==> src/design/note_inventory_greedy_dispenser_macros.svh <==
// Assertion macros shared by the note inventory dispenser RTL.
`ifndef NOTE_INVENTORY_GREEDY_DISPENSER_MACROS_SVH
`define NOTE_INVENTORY_GREEDY_DISPENSER_MACROS_SVH

`ifndef SYNTH
`define NIGD_ASSERT(lbl, clk, rstn, prop) \
  lbl: assert property (@(posedge clk) disable iff (!rstn) prop) \
    else $error("assertion failed");
`define NIGD_ASSERT_NEVER(lbl, clk, rstn, expr) \
  lbl: assert property (@(posedge clk) disable iff (!rstn) !(expr)) \
    else $error("forbidden condition seen");
`else
`define NIGD_ASSERT(lbl, clk, rstn, prop)
`define NIGD_ASSERT_NEVER(lbl, clk, rstn, expr)
`endif

`endif

==> src/design/nigd_pkg.sv <==
// Types, constants and division tables for the note inventory dispenser.
package nigd_pkg;

  localparam int COUNT_WIDTH  = 16;
  localparam int AMOUNT_WIDTH = 20;
  localparam int TOTAL_W      = 24;
  localparam int FACE_W       = 7;
  localparam int NUM_VALUES   = 6;
  localparam int IDX_W        = $clog2(NUM_VALUES);
  localparam logic [IDX_W-1:0] LAST_IDX = IDX_W'(NUM_VALUES - 1);

  // Reciprocal constants: for an AMOUNT_WIDTH-bit x and divisor d with
  // l = ceil(log2 d), floor(x / d) == (x * ceil(2^(AW+l) / d)) >> (AW+l).
  localparam int MAGIC_W = AMOUNT_WIDTH + 1;
  localparam int PROD_W  = AMOUNT_WIDTH + MAGIC_W;
  localparam int SHIFT_W = $clog2(AMOUNT_WIDTH + 8);
  localparam int QD_W    = AMOUNT_WIDTH + FACE_W;
  localparam int CMP_W   = (AMOUNT_WIDTH > COUNT_WIDTH) ? AMOUNT_WIDTH : COUNT_WIDTH;
  localparam int REP_W   = COUNT_WIDTH + FACE_W;

  localparam logic [FACE_W-1:0] FACE [NUM_VALUES] = '{
    FACE_W'(100), FACE_W'(50), FACE_W'(20), FACE_W'(10), FACE_W'(5), FACE_W'(1)
  };

  localparam logic [COUNT_WIDTH-1:0] STOCK_RESET [NUM_VALUES] = '{
    COUNT_WIDTH'(1), COUNT_WIDTH'(75), COUNT_WIDTH'(100),
    COUNT_WIDTH'(100), COUNT_WIDTH'(100), COUNT_WIDTH'(100)
  };

  localparam logic [MAGIC_W-1:0] DIV_MAGIC [NUM_VALUES] = '{
    MAGIC_W'(((64'd1 << (AMOUNT_WIDTH + 7)) + 64'd99) / 64'd100),
    MAGIC_W'(((64'd1 << (AMOUNT_WIDTH + 6)) + 64'd49) / 64'd50),
    MAGIC_W'(((64'd1 << (AMOUNT_WIDTH + 5)) + 64'd19) / 64'd20),
    MAGIC_W'(((64'd1 << (AMOUNT_WIDTH + 4)) + 64'd9) / 64'd10),
    MAGIC_W'(((64'd1 << (AMOUNT_WIDTH + 3)) + 64'd4) / 64'd5),
    MAGIC_W'(64'd1 << AMOUNT_WIDTH)
  };

  localparam logic [SHIFT_W-1:0] DIV_SHIFT [NUM_VALUES] = '{
    SHIFT_W'(AMOUNT_WIDTH + 7), SHIFT_W'(AMOUNT_WIDTH + 6), SHIFT_W'(AMOUNT_WIDTH + 5),
    SHIFT_W'(AMOUNT_WIDTH + 4), SHIFT_W'(AMOUNT_WIDTH + 3), SHIFT_W'(AMOUNT_WIDTH)
  };

  typedef enum logic [1:0] {
    KIND_DEPOSIT  = 2'd0,
    KIND_WITHDRAW = 2'd1,
    KIND_REPORT   = 2'd2,
    KIND_NONE     = 2'd3
  } kind_e;

  typedef enum logic [1:0] {
    S_IDLE,
    S_READ,
    S_EVAL,
    S_FINISH
  } state_e;

  typedef struct packed {
    logic [1:0]              kind;
    logic [7:0]              note_value;
    logic [COUNT_WIDTH-1:0]  note_count;
    logic [AMOUNT_WIDTH-1:0] amount;
  } in_item_t;

  typedef struct packed {
    logic [FACE_W-1:0]       paid_value;
    logic [COUNT_WIDTH-1:0]  paid_count;
    logic [AMOUNT_WIDTH-1:0] remaining;
    logic [TOTAL_W-1:0]      total_value;
    logic                    accepted;
    logic                    last;
  } out_item_t;

endpackage

==> src/design/note_inventory_greedy_dispenser.sv <==
// Note stock memory with deposit, greedy withdraw and total report.
// Deposit passes READ, EVAL and FINISH; an unknown deposit value or kind 3 goes straight to
// FINISH; report and withdraw step READ and EVAL over all six values, and withdraw waits in EVAL.
// One transaction at a time; the next input is taken the cycle after the last result is
// registered, and any output stall holds the block longer.
// Reset restores the stock to 1,75,100,100,100,100 at once through per-entry valid flags.
`include "note_inventory_greedy_dispenser_macros.svh"

module note_inventory_greedy_dispenser
  import nigd_pkg::*;
(
  input  logic      clk_i,
  input  logic      rst_ni,
  input  logic      in_valid_i,
  output logic      in_stall_o,
  input  in_item_t  in_data_i,
  output logic      out_valid_o,
  input  logic      out_stall_i,
  output out_item_t out_data_o
);

  state_e state_q, state_d;
  kind_e  op_q, op_d;
  logic [IDX_W-1:0]        idx_q, idx_d;
  logic [AMOUNT_WIDTH-1:0] amt_q, amt_d;
  logic [COUNT_WIDTH-1:0]  cnt_q, cnt_d;
  logic                    match_q, match_d;
  logic [PROD_W-1:0]       prod_q, prod_d;
  logic                    pend_valid_q, pend_valid_d;
  logic [FACE_W-1:0]       pend_value_q, pend_value_d;
  logic [COUNT_WIDTH-1:0]  pend_count_q, pend_count_d;
  logic [TOTAL_W-1:0]      tot_q, tot_d;
  logic                    out_valid_q, out_valid_d;
  out_item_t               out_q;

  // Stock memory with a registered read.
  logic [COUNT_WIDTH-1:0]  stock_mem [NUM_VALUES];
  logic [NUM_VALUES-1:0]   valid_q;
  logic [COUNT_WIDTH-1:0]  rd_q;
  logic                    rd_vld_q;
  logic                    mem_re, mem_we;
  logic [COUNT_WIDTH-1:0]  mem_wdata;

  logic                    in_accept, can_push, push;
  out_item_t               push_data;
  logic                    dep_hit;
  logic [IDX_W-1:0]        dep_idx;
  logic [COUNT_WIDTH-1:0]  stock;
  logic [AMOUNT_WIDTH-1:0] wd_q;
  logic [QD_W-1:0]         wd_qd;
  logic [AMOUNT_WIDTH-1:0] wd_rem;
  logic                    wd_skip, wd_pay, eval_hold;
  logic [COUNT_WIDTH:0]    dep_sum;
  logic [REP_W-1:0]        rep_prod;

  assign in_stall_o = (state_q != S_IDLE);
  assign in_accept  = in_valid_i && !in_stall_o;
  assign can_push   = !out_valid_q || !out_stall_i;

  always_comb begin
    dep_hit = 1'b0;
    dep_idx = '0;
    for (int i = 0; i < NUM_VALUES; i++) begin
      if (in_data_i.note_value == {1'b0, FACE[i]}) begin
        dep_hit = 1'b1;
        dep_idx = IDX_W'(i);
      end
    end
  end

  // An entry never written since reset still holds its reset count.
  assign stock = rd_vld_q ? rd_q : STOCK_RESET[idx_q];

  assign wd_q    = AMOUNT_WIDTH'(prod_q >> DIV_SHIFT[idx_q]);
  assign wd_qd   = QD_W'(wd_q) * QD_W'(FACE[idx_q]);
  assign wd_rem  = amt_q - AMOUNT_WIDTH'(wd_qd);
  assign wd_skip = (wd_q != '0) && (CMP_W'(stock) < CMP_W'(wd_q));
  assign wd_pay  = (wd_q != '0) && !wd_skip;
  // A second payout must wait until the earlier one can go to the output register.
  assign eval_hold = (state_q == S_EVAL) && (op_q == KIND_WITHDRAW) &&
                     wd_pay && pend_valid_q && !can_push;

  assign dep_sum  = {1'b0, stock} + {1'b0, cnt_q};
  assign rep_prod = REP_W'(stock) * REP_W'(FACE[idx_q]);

  always_comb begin
    state_d = state_q;
    unique case (state_q)
      S_IDLE: begin
        if (in_accept) begin
          if ((kind_e'(in_data_i.kind) == KIND_NONE) ||
              ((kind_e'(in_data_i.kind) == KIND_DEPOSIT) && !dep_hit)) begin
            state_d = S_FINISH;
          end else begin
            state_d = S_READ;
          end
        end
      end
      S_READ: state_d = S_EVAL;
      S_EVAL: begin
        if (op_q == KIND_DEPOSIT) begin
          state_d = S_FINISH;
        end else if (!eval_hold) begin
          state_d = (idx_q == LAST_IDX) ? S_FINISH : S_READ;
        end
      end
      S_FINISH: begin
        if (can_push) begin
          state_d = S_IDLE;
        end
      end
      default: state_d = S_IDLE;
    endcase
  end

  always_comb begin
    op_d         = op_q;
    idx_d        = idx_q;
    amt_d        = amt_q;
    cnt_d        = cnt_q;
    match_d      = match_q;
    prod_d       = prod_q;
    pend_valid_d = pend_valid_q;
    pend_value_d = pend_value_q;
    pend_count_d = pend_count_q;
    tot_d        = tot_q;
    mem_re       = 1'b0;
    mem_we       = 1'b0;
    mem_wdata    = '0;
    push         = 1'b0;
    push_data    = '0;
    unique case (state_q)
      S_IDLE: begin
        if (in_accept) begin
          op_d         = kind_e'(in_data_i.kind);
          amt_d        = in_data_i.amount;
          cnt_d        = in_data_i.note_count;
          match_d      = dep_hit;
          idx_d        = (kind_e'(in_data_i.kind) == KIND_DEPOSIT) ? dep_idx : '0;
          tot_d        = '0;
          pend_valid_d = 1'b0;
        end
      end
      S_READ: begin
        mem_re = 1'b1;
        prod_d = PROD_W'(amt_q) * PROD_W'(DIV_MAGIC[idx_q]);
      end
      S_EVAL: begin
        case (op_q)
          KIND_DEPOSIT: begin
            mem_we    = 1'b1;
            mem_wdata = dep_sum[COUNT_WIDTH] ? '1 : dep_sum[COUNT_WIDTH-1:0];
          end
          KIND_WITHDRAW: begin
            if (!eval_hold) begin
              if (!wd_skip) begin
                amt_d = wd_rem;
              end
              if (wd_pay) begin
                mem_we    = 1'b1;
                mem_wdata = stock - COUNT_WIDTH'(wd_q);
                if (pend_valid_q) begin
                  push                 = 1'b1;
                  push_data.paid_value = pend_value_q;
                  push_data.paid_count = pend_count_q;
                  push_data.accepted   = 1'b1;
                end
                pend_valid_d = 1'b1;
                pend_value_d = FACE[idx_q];
                pend_count_d = COUNT_WIDTH'(wd_q);
              end
            end
          end
          default: begin
            tot_d = tot_q + TOTAL_W'(rep_prod);
          end
        endcase
        if ((op_q != KIND_DEPOSIT) && !eval_hold && (idx_q != LAST_IDX)) begin
          idx_d = idx_q + IDX_W'(1);
        end
      end
      S_FINISH: begin
        if (can_push) begin
          push               = 1'b1;
          push_data.last     = 1'b1;
          push_data.accepted = 1'b1;
          case (op_q)
            KIND_DEPOSIT: push_data.accepted = match_q;
            KIND_WITHDRAW: begin
              push_data.remaining = amt_q;
              if (pend_valid_q) begin
                push_data.paid_value = pend_value_q;
                push_data.paid_count = pend_count_q;
              end
            end
            KIND_REPORT: push_data.total_value = tot_q;
            default: ;
          endcase
        end
      end
      default: ;
    endcase
  end

  assign out_valid_d = push || (out_valid_q && out_stall_i);

  always_ff @(posedge clk_i or negedge rst_ni) begin
    if (!rst_ni) begin
      state_q      <= S_IDLE;
      op_q         <= KIND_NONE;
      idx_q        <= '0;
      pend_valid_q <= 1'b0;
      out_valid_q  <= 1'b0;
      valid_q      <= '0;
    end else begin
      state_q      <= state_d;
      op_q         <= op_d;
      idx_q        <= idx_d;
      pend_valid_q <= pend_valid_d;
      out_valid_q  <= out_valid_d;
      if (mem_we) begin
        valid_q[idx_q] <= 1'b1;
      end
    end
  end

  always_ff @(posedge clk_i) begin
    amt_q        <= amt_d;
    cnt_q        <= cnt_d;
    match_q      <= match_d;
    prod_q       <= prod_d;
    pend_value_q <= pend_value_d;
    pend_count_q <= pend_count_d;
    tot_q        <= tot_d;
    if (push) begin
      out_q <= push_data;
    end
  end

  always_ff @(posedge clk_i) begin
    if (mem_we) begin
      stock_mem[idx_q] <= mem_wdata;
    end
    if (mem_re) begin
      rd_q     <= stock_mem[idx_q];
      rd_vld_q <= valid_q[idx_q];
    end
  end

  assign out_valid_o = out_valid_q;
  assign out_data_o  = out_q;

  `NIGD_ASSERT(a_last_ends_item, clk_i, rst_ni, (push && push_data.last) |=> (state_q == S_IDLE))
  `NIGD_ASSERT(a_accept_leaves_idle, clk_i, rst_ni, in_accept |=> (state_q != S_IDLE))
  `NIGD_ASSERT(a_pend_only_withdraw, clk_i, rst_ni, pend_valid_q |-> (op_q == KIND_WITHDRAW))
  `NIGD_ASSERT_NEVER(a_no_push_on_full, clk_i, rst_ni, push && out_valid_q && out_stall_i)
  `NIGD_ASSERT_NEVER(a_idx_in_range, clk_i, rst_ni, idx_q > LAST_IDX)

endmodule

==> config.mk <==
export PLATFORM = sky130hd
export DESIGN_NAME = note_inventory_greedy_dispenser
export DESIGN_NICKNAME = d
export VERILOG_FILES = /design/src/design/nigd_pkg.sv /design/src/design/note_inventory_greedy_dispenser.sv
export VERILOG_INCLUDE_DIRS = /design/src /design/src/design
export SDC_FILE = /design/constraint.sdc
export NUM_CORES = 2
export LEC_CHECK = 0
export BUFFER_PORTS_ARGS = -buffer_cell sky130_fd_sc_hd__buf_2
export CAP_MARGIN = 15
export CORE_MARGIN = 5
export CORE_UTILIZATION = 40
export CTS_BUF_LIST = sky130_fd_sc_hd__clkbuf_8
export DETAILED_ROUTE_END_ITERATION = 16
export SLEW_MARGIN = 20
export SYNTH_ARGS = -nofsm -noshare
export SYNTH_HDL_FRONTEND = slang
export SYNTH_SLANG_ARGS = --single-unit
==> constraint.sdc <==
create_clock -name clk_i -period 17.79 [get_ports clk_i]
set_input_delay 2.6685 -clock clk_i [delete_from_list [all_inputs] [get_ports clk_i]]
set_output_delay 2.6685 -clock clk_i [all_outputs]
set_load 0.01 [all_outputs]
==> metrics.log <==
INFO  metric core = roughly 79000 um^2
INFO  metric cap_viol_max_count = 0
INFO  metric clockBufferDepth = 3
INFO  metric reg2reg_slack = 8820 ps
INFO  metric number_of_synthesized_flops_with_an_enable_pin = ~290
INFO  metric timing.critical_path.arrival = between 9000 and 10000 ps
INFO  metric yosys.area_share.adder = 0.394
INFO  metric timing.final.hold_violations = 0
INFO  metric ys.flop_type = sky130_fd_sc_hd__edfxtp_1
INFO  metric die_area = ~85000 um^2
INFO  metric cts_tree = yes
INFO  metric buffer_ports.inserted = 120
INFO  metric grt_usage = 0.203
INFO  metric fp-row-count = just over 100
INFO  metric area_delta_synth_final = 9.27%
INFO  metric setup_tns = 0 ps
INFO  metric critical_path.reg2reg.endpoint = prod_q[40]$_DFFE_PP_
INFO  metric path_common_cell = sky130_fd_sc_hd__fa_1
INFO  metric cp.buffers_inverters = 4
INFO  metric floorplan.die.height = between 200 and 300 um
INFO  metric critical_path.startpoint_type = register
INFO  metric antenna_found_initial = 3
INFO  metric register_area_share_after_synthesis = 0.284
INFO  metric htree_num_levels = 2
INFO  metric worst_clock_skew = 44.7 ps
INFO  metric status = complete, no violations
INFO  metric boundaryPins = approximately 120
INFO  metric initial_standard_cell_utilization_of_the_core = 0.402
INFO  metric grt_pass1_vias = 22.4k
INFO  metric rsz_0062_raised_after_global_routing = false
INFO  metric regToRegStartpoint = idx_q[2]$_DFFE_PN0P_
INFO  metric wl_met3 = between 6000 and 7000 um
INFO  metric grt_overflow_total = 0
INFO  metric netlist-cell-type-count = 83
INFO  metric post_cts_hold_buffer_count = 0
INFO  metric cp_peak_stage_delay = around 830 ps
INFO  metric finalWirelength = between 80000 and 90000 um
INFO  metric cp.required = 18200 ps
INFO  metric synth.avg_cell_area = ~10 um^2
INFO  metric main_combinational_cell_family_by_area_after_synthesis = adder cells
INFO  metric setup_violations = 0
INFO  metric report.final.slew_viol_count = 0
INFO  metric detailedPlacementHpwl = approximately 69000 um
INFO  metric reg2reg_depth = 25
INFO  metric crit_family = adder cells
INFO  metric min_delay_path_depth = 1
INFO  metric highest_signal_layer = met4
INFO  metric min-delay-path-class = register to register
INFO  metric pin_count_of_the_biggest_net_entering_global_routing = 64
INFO  metric ys_ff_latch = between 300 and 400
INFO  metric path_clk_slew = 70 ps
INFO  metric cts_root_buffer = sky130_fd_sc_hd__clkbuf_8
INFO  metric period_share = 0.504
INFO  metric worst-slew-pin-transition = approximately 1100 ps
INFO  metric overall_via_count_from_detail_route = around 22k
INFO  metric post_synth_instance_area = approximately 32000 um^2
INFO  metric detailedRoute.firstIterationViolations = 1911
INFO  metric synth_mux_area_frac = 0.0251
INFO  metric synth-warning-count = 0
INFO  metric wl_per_cell = slightly above 20 um
INFO  metric period_minus_slack = about 9000 ps
INFO  metric cts_post_setup_buffers_inserted = 0
INFO  metric synthSimpleGateAreaFrac = 0.107
INFO  metric setup.worst_path.end_class = register
INFO  metric gp_congestion = approximately 0.91
INFO  metric max_clock_freq = 0.112 GHz
INFO  metric synth_async_sr_flop_share = 0.0497
INFO  metric critical_path_class = register to register
INFO  metric finish.net_count = ~3.9k
INFO  metric first_pass_grt_wire_length = 135000 um
INFO  metric max-slew-margin-rel = 0.286
INFO  metric cts.repair.resized = 0
INFO  metric slowest_stage = sky130_fd_sc_hd__nand2_1
INFO  metric layout-drive-gt1-share = 0.0881
INFO  metric startpoint = idx_q[2]$_DFFE_PN0P_
INFO  metric met2RoutedLength = between 30000 and 40000 um
INFO  metric drt_pre_antenna_iters = 5
INFO  metric netlist_instances = about 3.0k
INFO  metric met1Wirelength = just under 40000 um
INFO  metric antenna_violating_nets_post_route = 0
INFO  metric cts_buffer_count = between 50 and 60
INFO  metric hold_path_end = valid_q[2]$_DFFE_PN0P_
INFO  metric worst_skew_pair.late_latency = between 600 and 700 ps
INFO  metric cts_sinks = 302
INFO  metric worstPathMaxFanout = 37
INFO  metric synth-compound-area-share = 0.0741
INFO  metric post_drt_via_cell_ratio = 5.13
INFO  metric xor_xnor_share_of_the_synthesized_area = 0.0252
INFO  metric drc = 0
INFO  metric hold_start = valid_q[2]$_DFFE_PN0P_
INFO  metric die_extent_in_x = between 200 and 300 um
[cell families (layout without fill, tap and decap cells)]
family,count (synthesis),count (layout)
flops,302,302
simple gates,737,737
fa+ha+maj,738,738
mux,59,59
buf+inv,749,892
xor+xnor,91,91
other cells,2,8
compound gates,356,356
[routing by layer]
layer | track usage | up-vias
met1 | 0.305 | 10700
met3 | 0.0310 | 123
met2 | 0.311 | 812
met4 | 0.0498 | 0
met5 | 0 | -
li1 | - | 10100
[through the flow]
| step | cell area (um^2) | cells | hold slack (ps) | util | setup WS [ps] |
|---|---|---|---|---|---|
| floorplan | 31700 | 3037 | 436 | - | 9920 |
| global placement | 33400 | 4138 | 447 | 0.424 | 9070 |
| detailed placement | 33400 | 4138 | 459 | 0.424 | 8930 |
| CTS | 34600 | 4230 | 473 | 0.439 | 8910 |
| global route | 34600 | 4231 | 485 | 0.439 | 8390 |
| finish | 34600 | 4233 | 475 | 0.439 | 8820 |
[synth_stat cells (4+ instances only)]
library cell / instances / share of area
sky130_fd_sc_hd__or3_1: 10 / 0.0020
sky130_fd_sc_hd__a21oi_1: 89 / 0.014
sky130_fd_sc_hd__dfrtp_1: 13 / 0.010
sky130_fd_sc_hd__a31oi_1: 12 / 0.0024
sky130_fd_sc_hd__o211ai_1: 9 / 0.0021
sky130_fd_sc_hd__a22oi_1: 16 / 0.0038
sky130_fd_sc_hd__o21ai_0: 70 / 0.011
sky130_fd_sc_hd__nand3_1: 25 / 0.0040
sky130_fd_sc_hd__xor2_1: 35 / 0.0097
sky130_fd_sc_hd__a221oi_1: 15 / 0.0041
sky130_fd_sc_hd__or2_2: 5 / 0.00099
sky130_fd_sc_hd__o21ai_1: 4 / 0.00063
sky130_fd_sc_hd__o31ai_1: 9 / 0.0021
sky130_fd_sc_hd__nor3_1: 53 / 0.0084
sky130_fd_sc_hd__o221ai_1: 9 / 0.0025
sky130_fd_sc_hd__and3_1: 48 / 0.0095
sky130_fd_sc_hd__mux4_2: 13 / 0.0092
sky130_fd_sc_hd__and2_1: 60 / 0.012
sky130_fd_sc_hd__a21o_1: 29 / 0.0069
sky130_fd_sc_hd__a211oi_1: 10 / 0.0024
sky130_fd_sc_hd__edfxtp_1: 287 / 0.27
sky130_fd_sc_hd__xnor2_1: 56 / 0.015
sky130_fd_sc_hd__nand4_1: 5 / 0.00099
sky130_fd_sc_hd__a41o_1: 6 / 0.0019
sky130_fd_sc_hd__buf_6: 6 / 0.0021
sky130_fd_sc_hd__ha_1: 308 / 0.12
sky130_fd_sc_hd__inv_1: 651 / 0.077
sky130_fd_sc_hd__nand2b_1: 18 / 0.0036
sky130_fd_sc_hd__o22ai_1: 23 / 0.0045
sky130_fd_sc_hd__a211o_1: 4 / 0.0011
sky130_fd_sc_hd__o21bai_1: 8 / 0.0019
sky130_fd_sc_hd__fa_1: 430 / 0.27
sky130_fd_sc_hd__nor2_1: 208 / 0.025
sky130_fd_sc_hd__a41oi_1: 4 / 0.0011
sky130_fd_sc_hd__clkbuf_1: 68 / 0.0081
sky130_fd_sc_hd__mux2_2: 8 / 0.0028
sky130_fd_sc_hd__buf_1: 14 / 0.0017
sky130_fd_sc_hd__nor2b_1: 19 / 0.0038
sky130_fd_sc_hd__o21a_1: 12 / 0.0028
sky130_fd_sc_hd__mux2i_1: 32 / 0.010
sky130_fd_sc_hd__nand2_1: 267 / 0.032
[worst max path at each step]
stage	slack [ps]	end	depth (start not counted)
floorplan	9920	prod_q[39]$_DFFE_PP_	30
global placement	9070	prod_q[40]$_DFFE_PP_	25
detailed placement	8930	prod_q[40]$_DFFE_PP_	25
CTS	8910	prod_q[40]$_DFFE_PP_	25
global route	8390	prod_q[40]$_DFFE_PP_	25
finish	8820	prod_q[40]$_DFFE_PP_	25
[registers in the layout, indices dropped and copies added, names as in the netlist, 2 cells and up]
register,flops
pend_value_q,7
idx_q,3
state_q,2
stock_mem,96
rd_q,16
valid_q,6
prod_q,21
cnt_q,16
amt_q,20
out_data_o,69
pend_count_q,16
tot_q,24
op_q,2
[placed cells by master, fill, tap and decap left out, types with 56 or more instances in the layout]
cell                         n
sky130_fd_sc_hd__clkbuf_8   56
sky130_fd_sc_hd__fa_1      430
sky130_fd_sc_hd__xnor2_1    56
sky130_fd_sc_hd__o21ai_0    70
sky130_fd_sc_hd__a21oi_1    89
sky130_fd_sc_hd__edfxtp_1  287
sky130_fd_sc_hd__and2_1     60
sky130_fd_sc_hd__inv_1     660
sky130_fd_sc_hd__ha_1      308
sky130_fd_sc_hd__nor2_1    206
sky130_fd_sc_hd__buf_2     120
sky130_fd_sc_hd__nand2_1   266
[layout make-up]
cell class,count,area [um^2]
fillers,7495,44100
multi-input cells,1986,19900
flip-flops and latches,302,9000
inverters,656,2460
well taps,1050,1310
repair buffers,144,781
clock buffers,56,771
clock inverters,36,389
diodes,3,7.51
Power is not shown: default switching activity piles up to over one toggle a cycle in this logic, so the estimate is an artifact.
